## src/hdl/wtc_pkg.sv

```systemverilog
// shared types, codes and constants of the whitespace tokenizer
package wtc_pkg;

    // default counter widths
    localparam int LINE_BITS_DEF   = 24;
    localparam int COLUMN_BITS_DEF = 16;
    localparam int OFFSET_BITS_DEF = 32;

    // result queue depth, room for two records per input beat
    localparam int FIFO_DEPTH = 4;

    // input beat kinds carried on s_tuser
    localparam logic ACT_BYTE = 1'b0;
    localparam logic ACT_EOF  = 1'b1;

    // register index of first_line_number
    localparam logic REG_FIRST_LINE = 1'b0;

    // record kinds carried on m_tuser
    localparam logic [1:0] KIND_TOKEN = 2'd0;
    localparam logic [1:0] KIND_EOL   = 2'd1;
    localparam logic [1:0] KIND_EOF   = 2'd2;

    // characters with a meaning to the scanner
    localparam logic [7:0] CHAR_HASH = 8'h23;
    localparam logic [7:0] CHAR_NL   = 8'h0A;
    localparam logic [7:0] CHAR_SP   = 8'h20;
    localparam logic [7:0] CHAR_TAB  = 8'h09;
    localparam logic [7:0] CHAR_VT   = 8'h0B;
    localparam logic [7:0] CHAR_FF   = 8'h0C;
    localparam logic [7:0] CHAR_CR   = 8'h0D;

    // configuration write toward the scanner
    typedef struct packed {
        logic wr;
        logic first_line;
    } cfg_t;

    // whitespace class of a byte
    function automatic logic is_space(input logic [7:0] b);
        return (b == CHAR_SP) || (b == CHAR_TAB) || (b == CHAR_NL) ||
               (b == CHAR_VT) || (b == CHAR_FF) || (b == CHAR_CR);
    endfunction

endpackage

```

## src/hdl/whitespace_tokenizer_with_comments_unit.sv

```systemverilog
// top level: stream ports, register port, scanner and result queue
// a record can be taken from the result port in the cycle after the beat that causes it
// throughput: one input beat per cycle while the result queue has room; a beat causing
//   two records pushes both at once, and the four-entry result queue absorbs the difference
// reset: synchronous active-low aresetn clears scanner counters to zero, line
//   counter and first_line_number to one, and empties the result queue
module whitespace_tokenizer_with_comments_unit #(
    parameter int LINE_BITS   = wtc_pkg::LINE_BITS_DEF,
    parameter int COLUMN_BITS = wtc_pkg::COLUMN_BITS_DEF,
    parameter int OFFSET_BITS = wtc_pkg::OFFSET_BITS_DEF,
    localparam int DATA_W     = LINE_BITS + 2 * COLUMN_BITS + OFFSET_BITS,
    localparam int TDATA_W    = ((DATA_W + 7) / 8) * 8
) (
    input  logic               aclk,
    input  logic               aresetn,
    // input beats
    input  logic               s_tvalid,
    output logic               s_tready,
    input  logic [7:0]         s_tdata,   // byte_in
    input  logic               s_tuser,   // action
    // result records
    output logic               m_tvalid,
    input  logic               m_tready,
    output logic [TDATA_W-1:0] m_tdata,   // line_number, column, token_offset,
                                          // token_length, zero fill
    output logic [1:0]         m_tuser,   // kind
    output logic               m_tlast,   // last_of_run
    // register port
    input  logic               psel,
    input  logic               penable,
    input  logic               pwrite,
    input  logic [2:0]         paddr,
    input  logic [31:0]        pwdata,
    output logic [31:0]        prdata,
    output logic               pready
);

    localparam int REC_W = DATA_W + 3;

    logic             beat;
    logic             room;
    logic             first_line;
    wtc_pkg::cfg_t    cfg;
    logic [1:0]       rec_count;
    logic [REC_W-1:0] rec0, rec1, out_rec;

    // handshakes and register decode
    assign s_tready   = room;
    assign beat       = s_tvalid && room;
    assign pready     = 1'b1;
    assign cfg.wr     = psel && penable && pwrite && (paddr[2] == wtc_pkg::REG_FIRST_LINE);
    assign cfg.first_line = pwdata[0];
    assign prdata     = (paddr[2] == wtc_pkg::REG_FIRST_LINE) ? {31'd0, first_line} : 32'd0;

    wtc_scan #(
        .LINE_BITS   (LINE_BITS),
        .COLUMN_BITS (COLUMN_BITS),
        .OFFSET_BITS (OFFSET_BITS),
        .REC_W       (REC_W)
    ) u_scan (
        .aclk       (aclk),
        .aresetn    (aresetn),
        .beat       (beat),
        .action     (s_tuser),
        .byte_in    (s_tdata),
        .cfg        (cfg),
        .first_line (first_line),
        .rec_count  (rec_count),
        .rec0       (rec0),
        .rec1       (rec1)
    );

    wtc_fifo #(
        .REC_W (REC_W)
    ) u_fifo (
        .aclk       (aclk),
        .aresetn    (aresetn),
        .push_count (rec_count),
        .push0      (rec0),
        .push1      (rec1),
        .room       (room),
        .out_valid  (m_tvalid),
        .out_ready  (m_tready),
        .out_rec    (out_rec)
    );

    // unpack the record onto the result beat
    assign m_tdata = TDATA_W'(out_rec[DATA_W-1:0]);
    assign m_tuser = out_rec[REC_W-2 -: 2];
    assign m_tlast = out_rec[REC_W-1];

endmodule

```

## src/hdl/wtc_scan.sv

```systemverilog
// scanner state and per-beat record generation
module wtc_scan #(
    parameter int LINE_BITS   = wtc_pkg::LINE_BITS_DEF,
    parameter int COLUMN_BITS = wtc_pkg::COLUMN_BITS_DEF,
    parameter int OFFSET_BITS = wtc_pkg::OFFSET_BITS_DEF,
    parameter int REC_W       = LINE_BITS + 2 * COLUMN_BITS + OFFSET_BITS + 3
) (
    input  logic               aclk,
    input  logic               aresetn,
    input  logic               beat,
    input  logic               action,
    input  logic [7:0]         byte_in,
    input  wtc_pkg::cfg_t      cfg,
    output logic               first_line,
    output logic [1:0]         rec_count,
    output logic [REC_W-1:0]   rec0,
    output logic [REC_W-1:0]   rec1
);

    localparam int BODY_W = REC_W - 1;
    localparam logic [LINE_BITS-1:0]   LINE_ONE = LINE_BITS'(1);
    localparam logic [COLUMN_BITS-1:0] COL_ONE  = COLUMN_BITS'(1);
    localparam logic [OFFSET_BITS-1:0] OFF_ONE  = OFFSET_BITS'(1);

    typedef enum logic [1:0] {
        MODE_BETWEEN = 2'd0,
        MODE_TOKEN   = 2'd1,
        MODE_COMMENT = 2'd2
    } mode_t;

    mode_t                  mode_reg, mode_next;
    logic                   first_line_reg, first_line_next;
    logic [LINE_BITS-1:0]   line_reg, line_next;
    logic [COLUMN_BITS-1:0] pos_reg, pos_next;
    logic [OFFSET_BITS-1:0] offset_reg, offset_next;
    logic [OFFSET_BITS-1:0] tok_off_reg, tok_off_next;
    logic [COLUMN_BITS-1:0] tok_col_reg, tok_col_next;
    logic [COLUMN_BITS-1:0] tok_len_reg, tok_len_next;

    logic [COLUMN_BITS-1:0] pos_inc;
    logic [BODY_W-1:0]      body_tok, body_eol, body_eof;
    logic [BODY_W-1:0]      body0, body1;
    logic                   nl, sp;

    // saturating column increment and the three record bodies
    always_comb begin
        pos_inc  = (pos_reg == '1) ? pos_reg : pos_reg + COL_ONE;
        body_tok = {wtc_pkg::KIND_TOKEN, tok_len_reg, tok_off_reg, tok_col_reg, line_reg};
        body_eol = {wtc_pkg::KIND_EOL, {COLUMN_BITS{1'b0}}, {OFFSET_BITS{1'b0}},
                    pos_inc, line_reg};
        body_eof = {wtc_pkg::KIND_EOF, {COLUMN_BITS{1'b0}}, {OFFSET_BITS{1'b0}},
                    pos_reg, line_reg};
        nl = (byte_in == wtc_pkg::CHAR_NL);
        sp = wtc_pkg::is_space(byte_in);
    end

    // next state and records for one accepted beat
    always_comb begin
        mode_next       = mode_reg;
        first_line_next = first_line_reg;
        line_next       = line_reg;
        pos_next        = pos_reg;
        offset_next     = offset_reg;
        tok_off_next    = tok_off_reg;
        tok_col_next    = tok_col_reg;
        tok_len_next    = tok_len_reg;
        rec_count       = 2'd0;
        body0           = body_eof;
        body1           = body_eof;

        if (beat) begin
            if (action == wtc_pkg::ACT_EOF) begin
                // end of input flushes an open token, counters stay
                if (mode_reg == MODE_TOKEN) begin
                    body0     = body_tok;
                    body1     = body_eof;
                    rec_count = 2'd2;
                end else begin
                    body0     = body_eof;
                    rec_count = 2'd1;
                end
                mode_next = MODE_BETWEEN;
            end else begin
                case (mode_reg)
                    MODE_TOKEN: begin
                        if (sp) begin
                            body0     = body_tok;
                            mode_next = MODE_BETWEEN;
                            if (nl) begin
                                body1     = body_eol;
                                rec_count = 2'd2;
                            end else begin
                                rec_count = 2'd1;
                            end
                        end else begin
                            tok_len_next = (tok_len_reg == '1) ? tok_len_reg
                                                               : tok_len_reg + COL_ONE;
                        end
                    end
                    MODE_COMMENT: begin
                        if (nl) begin
                            body0     = body_eol;
                            rec_count = 2'd1;
                            mode_next = MODE_BETWEEN;
                        end
                    end
                    default: begin
                        // between tokens, also the unused mode code
                        mode_next = MODE_BETWEEN;
                        if (nl) begin
                            body0     = body_eol;
                            rec_count = 2'd1;
                        end else if (sp) begin
                            mode_next = MODE_BETWEEN;
                        end else if (byte_in == wtc_pkg::CHAR_HASH) begin
                            mode_next = MODE_COMMENT;
                        end else begin
                            tok_off_next = offset_reg;
                            tok_col_next = pos_inc;
                            tok_len_next = COL_ONE;
                            mode_next    = MODE_TOKEN;
                        end
                    end
                endcase

                // position counters
                offset_next = (offset_reg == '1) ? offset_reg : offset_reg + OFF_ONE;
                if (nl) begin
                    line_next = (line_reg == '1) ? line_reg : line_reg + LINE_ONE;
                    pos_next  = '0;
                end else begin
                    pos_next = pos_inc;
                end
            end
        end

        // register write, loads the line counter before the first byte
        if (cfg.wr) begin
            first_line_next = cfg.first_line;
            if (offset_reg == '0) begin
                line_next = LINE_BITS'(cfg.first_line);
            end
        end
    end

    // state registers
    always_ff @(posedge aclk) begin
        if (!aresetn) begin
            mode_reg       <= MODE_BETWEEN;
            first_line_reg <= 1'b1;
            line_reg       <= LINE_ONE;
            pos_reg        <= '0;
            offset_reg     <= '0;
            tok_off_reg    <= '0;
            tok_col_reg    <= '0;
            tok_len_reg    <= '0;
        end else begin
            mode_reg       <= mode_next;
            first_line_reg <= first_line_next;
            line_reg       <= line_next;
            pos_reg        <= pos_next;
            offset_reg     <= offset_next;
            tok_off_reg    <= tok_off_next;
            tok_col_reg    <= tok_col_next;
            tok_len_reg    <= tok_len_next;
        end
    end

    // last flag goes on the final record of the beat
    assign rec0       = {(rec_count == 2'd1), body0};
    assign rec1       = {1'b1, body1};
    assign first_line = first_line_reg;

endmodule

```

## src/hdl/wtc_fifo.sv

```systemverilog
// small result queue taking up to two records per cycle
module wtc_fifo #(
    parameter int REC_W = 2
) (
    input  logic             aclk,
    input  logic             aresetn,
    input  logic [1:0]       push_count,
    input  logic [REC_W-1:0] push0,
    input  logic [REC_W-1:0] push1,
    output logic             room,
    output logic             out_valid,
    input  logic             out_ready,
    output logic [REC_W-1:0] out_rec
);

    localparam int DEPTH = wtc_pkg::FIFO_DEPTH;
    localparam int PTR_W = $clog2(DEPTH);
    localparam int CNT_W = $clog2(DEPTH + 1);

    logic [REC_W-1:0] mem [DEPTH];
    logic [PTR_W-1:0] wr_ptr_reg, wr_ptr_next;
    logic [PTR_W-1:0] rd_ptr_reg, rd_ptr_next;
    logic [CNT_W-1:0] count_reg, count_next;
    logic             pop;

    // pointer and fill bookkeeping
    always_comb begin
        pop         = out_valid && out_ready;
        wr_ptr_next = wr_ptr_reg + PTR_W'(push_count);
        rd_ptr_next = rd_ptr_reg + PTR_W'(pop);
        count_next  = count_reg + CNT_W'(push_count) - CNT_W'(pop);
    end

    always_ff @(posedge aclk) begin
        if (!aresetn) begin
            wr_ptr_reg <= '0;
            rd_ptr_reg <= '0;
            count_reg  <= '0;
        end else begin
            wr_ptr_reg <= wr_ptr_next;
            rd_ptr_reg <= rd_ptr_next;
            count_reg  <= count_next;
        end
    end

    // record storage
    always_ff @(posedge aclk) begin
        if (push_count != 2'd0) begin
            mem[wr_ptr_reg] <= push0;
        end
        if (push_count == 2'd2) begin
            mem[wr_ptr_reg + PTR_W'(1)] <= push1;
        end
    end

    assign room      = (count_reg <= CNT_W'(DEPTH - 2));
    assign out_valid = (count_reg != '0);
    assign out_rec   = mem[rd_ptr_reg];

endmodule

```

## config.mk

```make
export PLATFORM = sky130hd
export DESIGN_NAME = whitespace_tokenizer_with_comments_unit
export DESIGN_NICKNAME = d
export VERILOG_FILES = /design/src/hdl/wtc_pkg.sv /design/src/hdl/whitespace_tokenizer_with_comments_unit.sv /design/src/hdl/wtc_scan.sv /design/src/hdl/wtc_fifo.sv
export SDC_FILE = /design/constraint.sdc
export NUM_CORES = 1
export LEC_CHECK = 0
export ABC_CLOCK_PERIOD_IN_PS = 3800
export BUFFER_PORTS_ARGS = -buffer_cell sky130_fd_sc_hd__buf_2
export CAP_MARGIN = 10
export CORE_MARGIN = 2
export CORE_UTILIZATION = 55
export CTS_BUF_LIST = sky130_fd_sc_hd__clkbuf_8
export CTS_CLUSTER_SIZE = 20
export DETAILED_ROUTE_END_ITERATION = 6
export GPL_ROUTABILITY_DRIVEN = 1
export PLACE_DENSITY = 0.76
export SYNTH_ARGS = -nofsm -noshare
export SYNTH_HDL_FRONTEND = slang
export SYNTH_SLANG_ARGS = --single-unit
```

## constraint.sdc

```tcl
create_clock -name aclk -period 3.8 [get_ports aclk]
set_input_delay 0.38 -clock aclk [delete_from_list [all_inputs] [get_ports aclk]]
set_output_delay 0.38 -clock aclk [all_outputs]
set_load 0.01 [all_outputs]
```

==> impl_metrics.py <==
metrics = {
    "logic_synthesis": {
        "synth.cell_area_um2": 24300,
        "synthTopCellsByCount": "nand2_1 (371), dfxtp_1 (342), nand3_1 (337)",
        "synth_most_common_cell": "nand2_1",
        "synth_edf_count": 168,
        "synthCells": 2515,
        "synth_seq_cells": 510,
        "syn_area_per_cell_um2": 9.65,
        "yosysSeqAreaShare_pct": 49.0,
        "yosysWarnings": 0,
        "synth_top_area_share_pct": 28.2,
        "synth_top_cell_by_area": "dfxtp_1",
        "ys.flop_type": "dfxtp_1",
        "async_reset_ff_share_pct": 0,
        "ys_types": 85,
        "synth_area_leaders": "dfxtp_1 (28%), edfxtp_1 (21%), mux4_2 (8.4%), nand3_1 (6.9%), nand2_1 (5.7%)",
    },
    "die": {
        "die_height_um": 214,
        "die-area_um2": 45800,
        "core_area_um2": 43400,
        "start_util_pct": 56.0,
        "num_rows": 76,
        "fp.dieW_um": 214,
        "ios": 177,
    },
    "critical_path": {
        "startpoint": "u_scan.mode_reg[1]$_SDFFE_PN0P_",
        "critPathMaxStageDelay_ns": 0.92,
        "cp_max_fo": 11,
        "cp.required_ns": 4.33,
        "endpoint_kind": "register",
        "crit_arrival_ns": 3.85,
        "r2r-start": "u_scan.mode_reg[1]$_SDFFE_PN0P_",
        "path_cells": "inv_1 -> ha_1 -> buf_4 -> inv_1 -> nor3_1 -> a211o_1 -> nor3_1 -> a21boi_0 -> o21a_1",
        "crit_type": "reg2reg",
        "cpMaxStageDelayCell": "nor3_1",
        "worstSetupStartpointType": "register",
    },
    "global_route": {
        "antenna_found_initial": 0,
        "grt-busiest-layer": "met2",
        "grt_use_met2_pct": 48.3,
        "grt_max_degree": 133,
        "grt_pass1_wl_mm": 108,
        "gr-usage-met3_pct": 6.70,
        "grt-ovfl-total": 0,
        "track_usage_pct": 29.4,
        "grt_pass1_vias": 19800,
        "use_met1_pct": 37.6,
    },
    "place": {
        "dp_hpwl_mm": 42.7,
        "place_congestion": 0.944,
        "port_buffers": 111,
        "postPlaceCellArea_um2": 25400,
    },
    "sta": {
        "tightest_slew_ns": 1.19,
        "skew_ns": 0.0387,
        "final.setup.tns_ns": 0,
        "fin_crit_ns": 3.32,
        "fmax_mhz": 301,
        "hold_viol_final": 0,
        "finalSetupViolCount": 0,
        "slew_headroom_pct": 19.8,
        "report.final.slew_viol_count": 0,
        "fin_crit_sh_pct": 87.3,
        "rsz0062_at_grt": "no",
    },
    "clocking": {
        "path_clk_slew_ns": 0.07,
        "cts_setup_buffers": 0,
        "htreeDepth": 3,
        "cts.sink_count": 510,
        "insertion_delay_ns": 0.66,
        "clockBufferDepth": 3,
        "cts_tree": "yes",
        "cts_resized": 0,
        "holdBufCountCts": 0,
        "cts-root-buf": "clkbuf_8",
        "cts_made_buffers": 82,
    },
    "routing": {
        "initialDrtViolationCount": 2080,
        "drtPass1Iterations": 7,
        "totalWireLength_mm": 68.2,
        "wl_per_cell_um": 21.2,
        "ant_nets": 0,
        "num_vias": 20100,
        "drc": 2,
        "vias_per_cell": 6.25,
    },
    "power": {
        "p_leak_nw": 9.76,
        "worst_ir_drop_vdd_mv": 0.310,
        "powerDensity_nw_per_um2": 473,
        "p_total_w": 0.0128,
    },
    "finish": {
        "largest_register_ffs": 364,
        "fill_cells": 3576,
        "area_growth_pct": 11.4,
        "nNetsFinal": 2636,
        "diodes": 0,
        "drive_above_1_share_pct": 17.2,
        "fin_area_um2": 27000,
    },
    "job": {
        "maxCapViolations": 0,
    },
    "outcome": {
        "status": "finished, violations left",
        "violations": "design-rule violations",
    },
    "hold_path": {
        "hold_path.class": "in2reg",
        "holdCritStartpoint": "pwdata[0]",
    },
}
[layout by cell type, fill, tap and decap left out, drive strengths merged, types with 51 or more instances in the layout]
master / instances
clkbuf: 97
edfxtp: 168
a21boi: 58
nor3: 54
dfxtp: 342
and2: 120
nand3: 337
xnor2: 58
buf: 191
mux4: 91
inv: 52
nand2: 371
a21oi: 143
o22ai: 51
nor2: 79
[power by group]
| group | switching [W] | total, W | internal (W) |
|---|---|---|---|
| clock network | 0.00221 | 0.00475 | 0.00254 |
| registers | 0.000161 | 0.00594 | 0.00577 |
| logic | 0.00126 | 0.00211 | 0.000845 |
| total | 0.00364 | 0.0128 | 0.00916 |
[routing by layer]
layer / vias to the layer above / share of wire, %
li1: 9167 / -
met1: 9791 / 40
met2: 1017 / 48
met3: 157 / 9.0
met4: 0 / 3.4
met5: - / 0
[final cells by class]
| class | instances | area (um2) | share of cell area (%) |
|---|---|---|---|
| clock buffers | 97 | 1340 | 4.94 |
| flip-flops and latches | 510 | 11900 | 44.0 |
| inverters | 29 | 109 | 0.402 |
| clock inverters | 49 | 312 | 1.15 |
| repair buffers | 191 | 1300 | 4.79 |
| well taps | 585 | 732 | 2.71 |
| multi-input cells | 1758 | 11400 | 42.0 |
[final timing paths]
check             slack, ns  cells after the start                                  to
setup reg to reg       0.48                      9  u_scan.tok_len_reg[2]$_SDFFE_PN0P_
hold / removal         0.07                      3      u_scan.first_line$_SDFFE_PN1P_
setup / recovery       0.48                      9  u_scan.tok_len_reg[2]$_SDFFE_PN0P_
hold reg to reg        0.45                      2      u_fifo.mem[2][78]$_SDFFE_PP0N_
[worst max-delay path: cells and delay by family (launching register included)]
kind / cells / cell delay [ns]
buf+inv: 3 / 0.58
flops: 1 / 0.35
fa+ha+maj: 1 / 0.35
compound gates: 3 / 0.85
simple gates: 2 / 1.04
[cell families (layout without fill, tap and decap cells)]
| family | after synthesis | after routing | synth area share, % |
|---|---|---|---|
| AOI/OAI and AO/OA | 398 | 398 | 10.6 |
| xor gates and xnor gates | 63 | 63 | 2.27 |
| adders and majority gates | 13 | 13 | 0.701 |
| buffers and inverters | 277 | 366 | 4.90 |
| DFF | 510 | 510 | 49.0 |
| muxes | 113 | 113 | 9.38 |
| other | 2 | 32 | 0.0309 |
| and+or+nand+nor | 1139 | 1139 | 23.2 |
[metrics by stage]
stage          worst slack [ns]  utilization (%)  hold slack (ns)  instances
6_report                  0.482             62.4           0.0688       3219
5_1_grt                   0.333             62.4           0.0659       3219
4_1_cts                   0.521             62.4           0.0386       3219
3_5_place_dp              0.199             58.6            0.443       3073
3_3_place_gp              0.212             58.6            0.438       3073
2_1_floorplan             0.119                -            0.431       2545
Note: power is estimated with default switching activity, not from simulation.
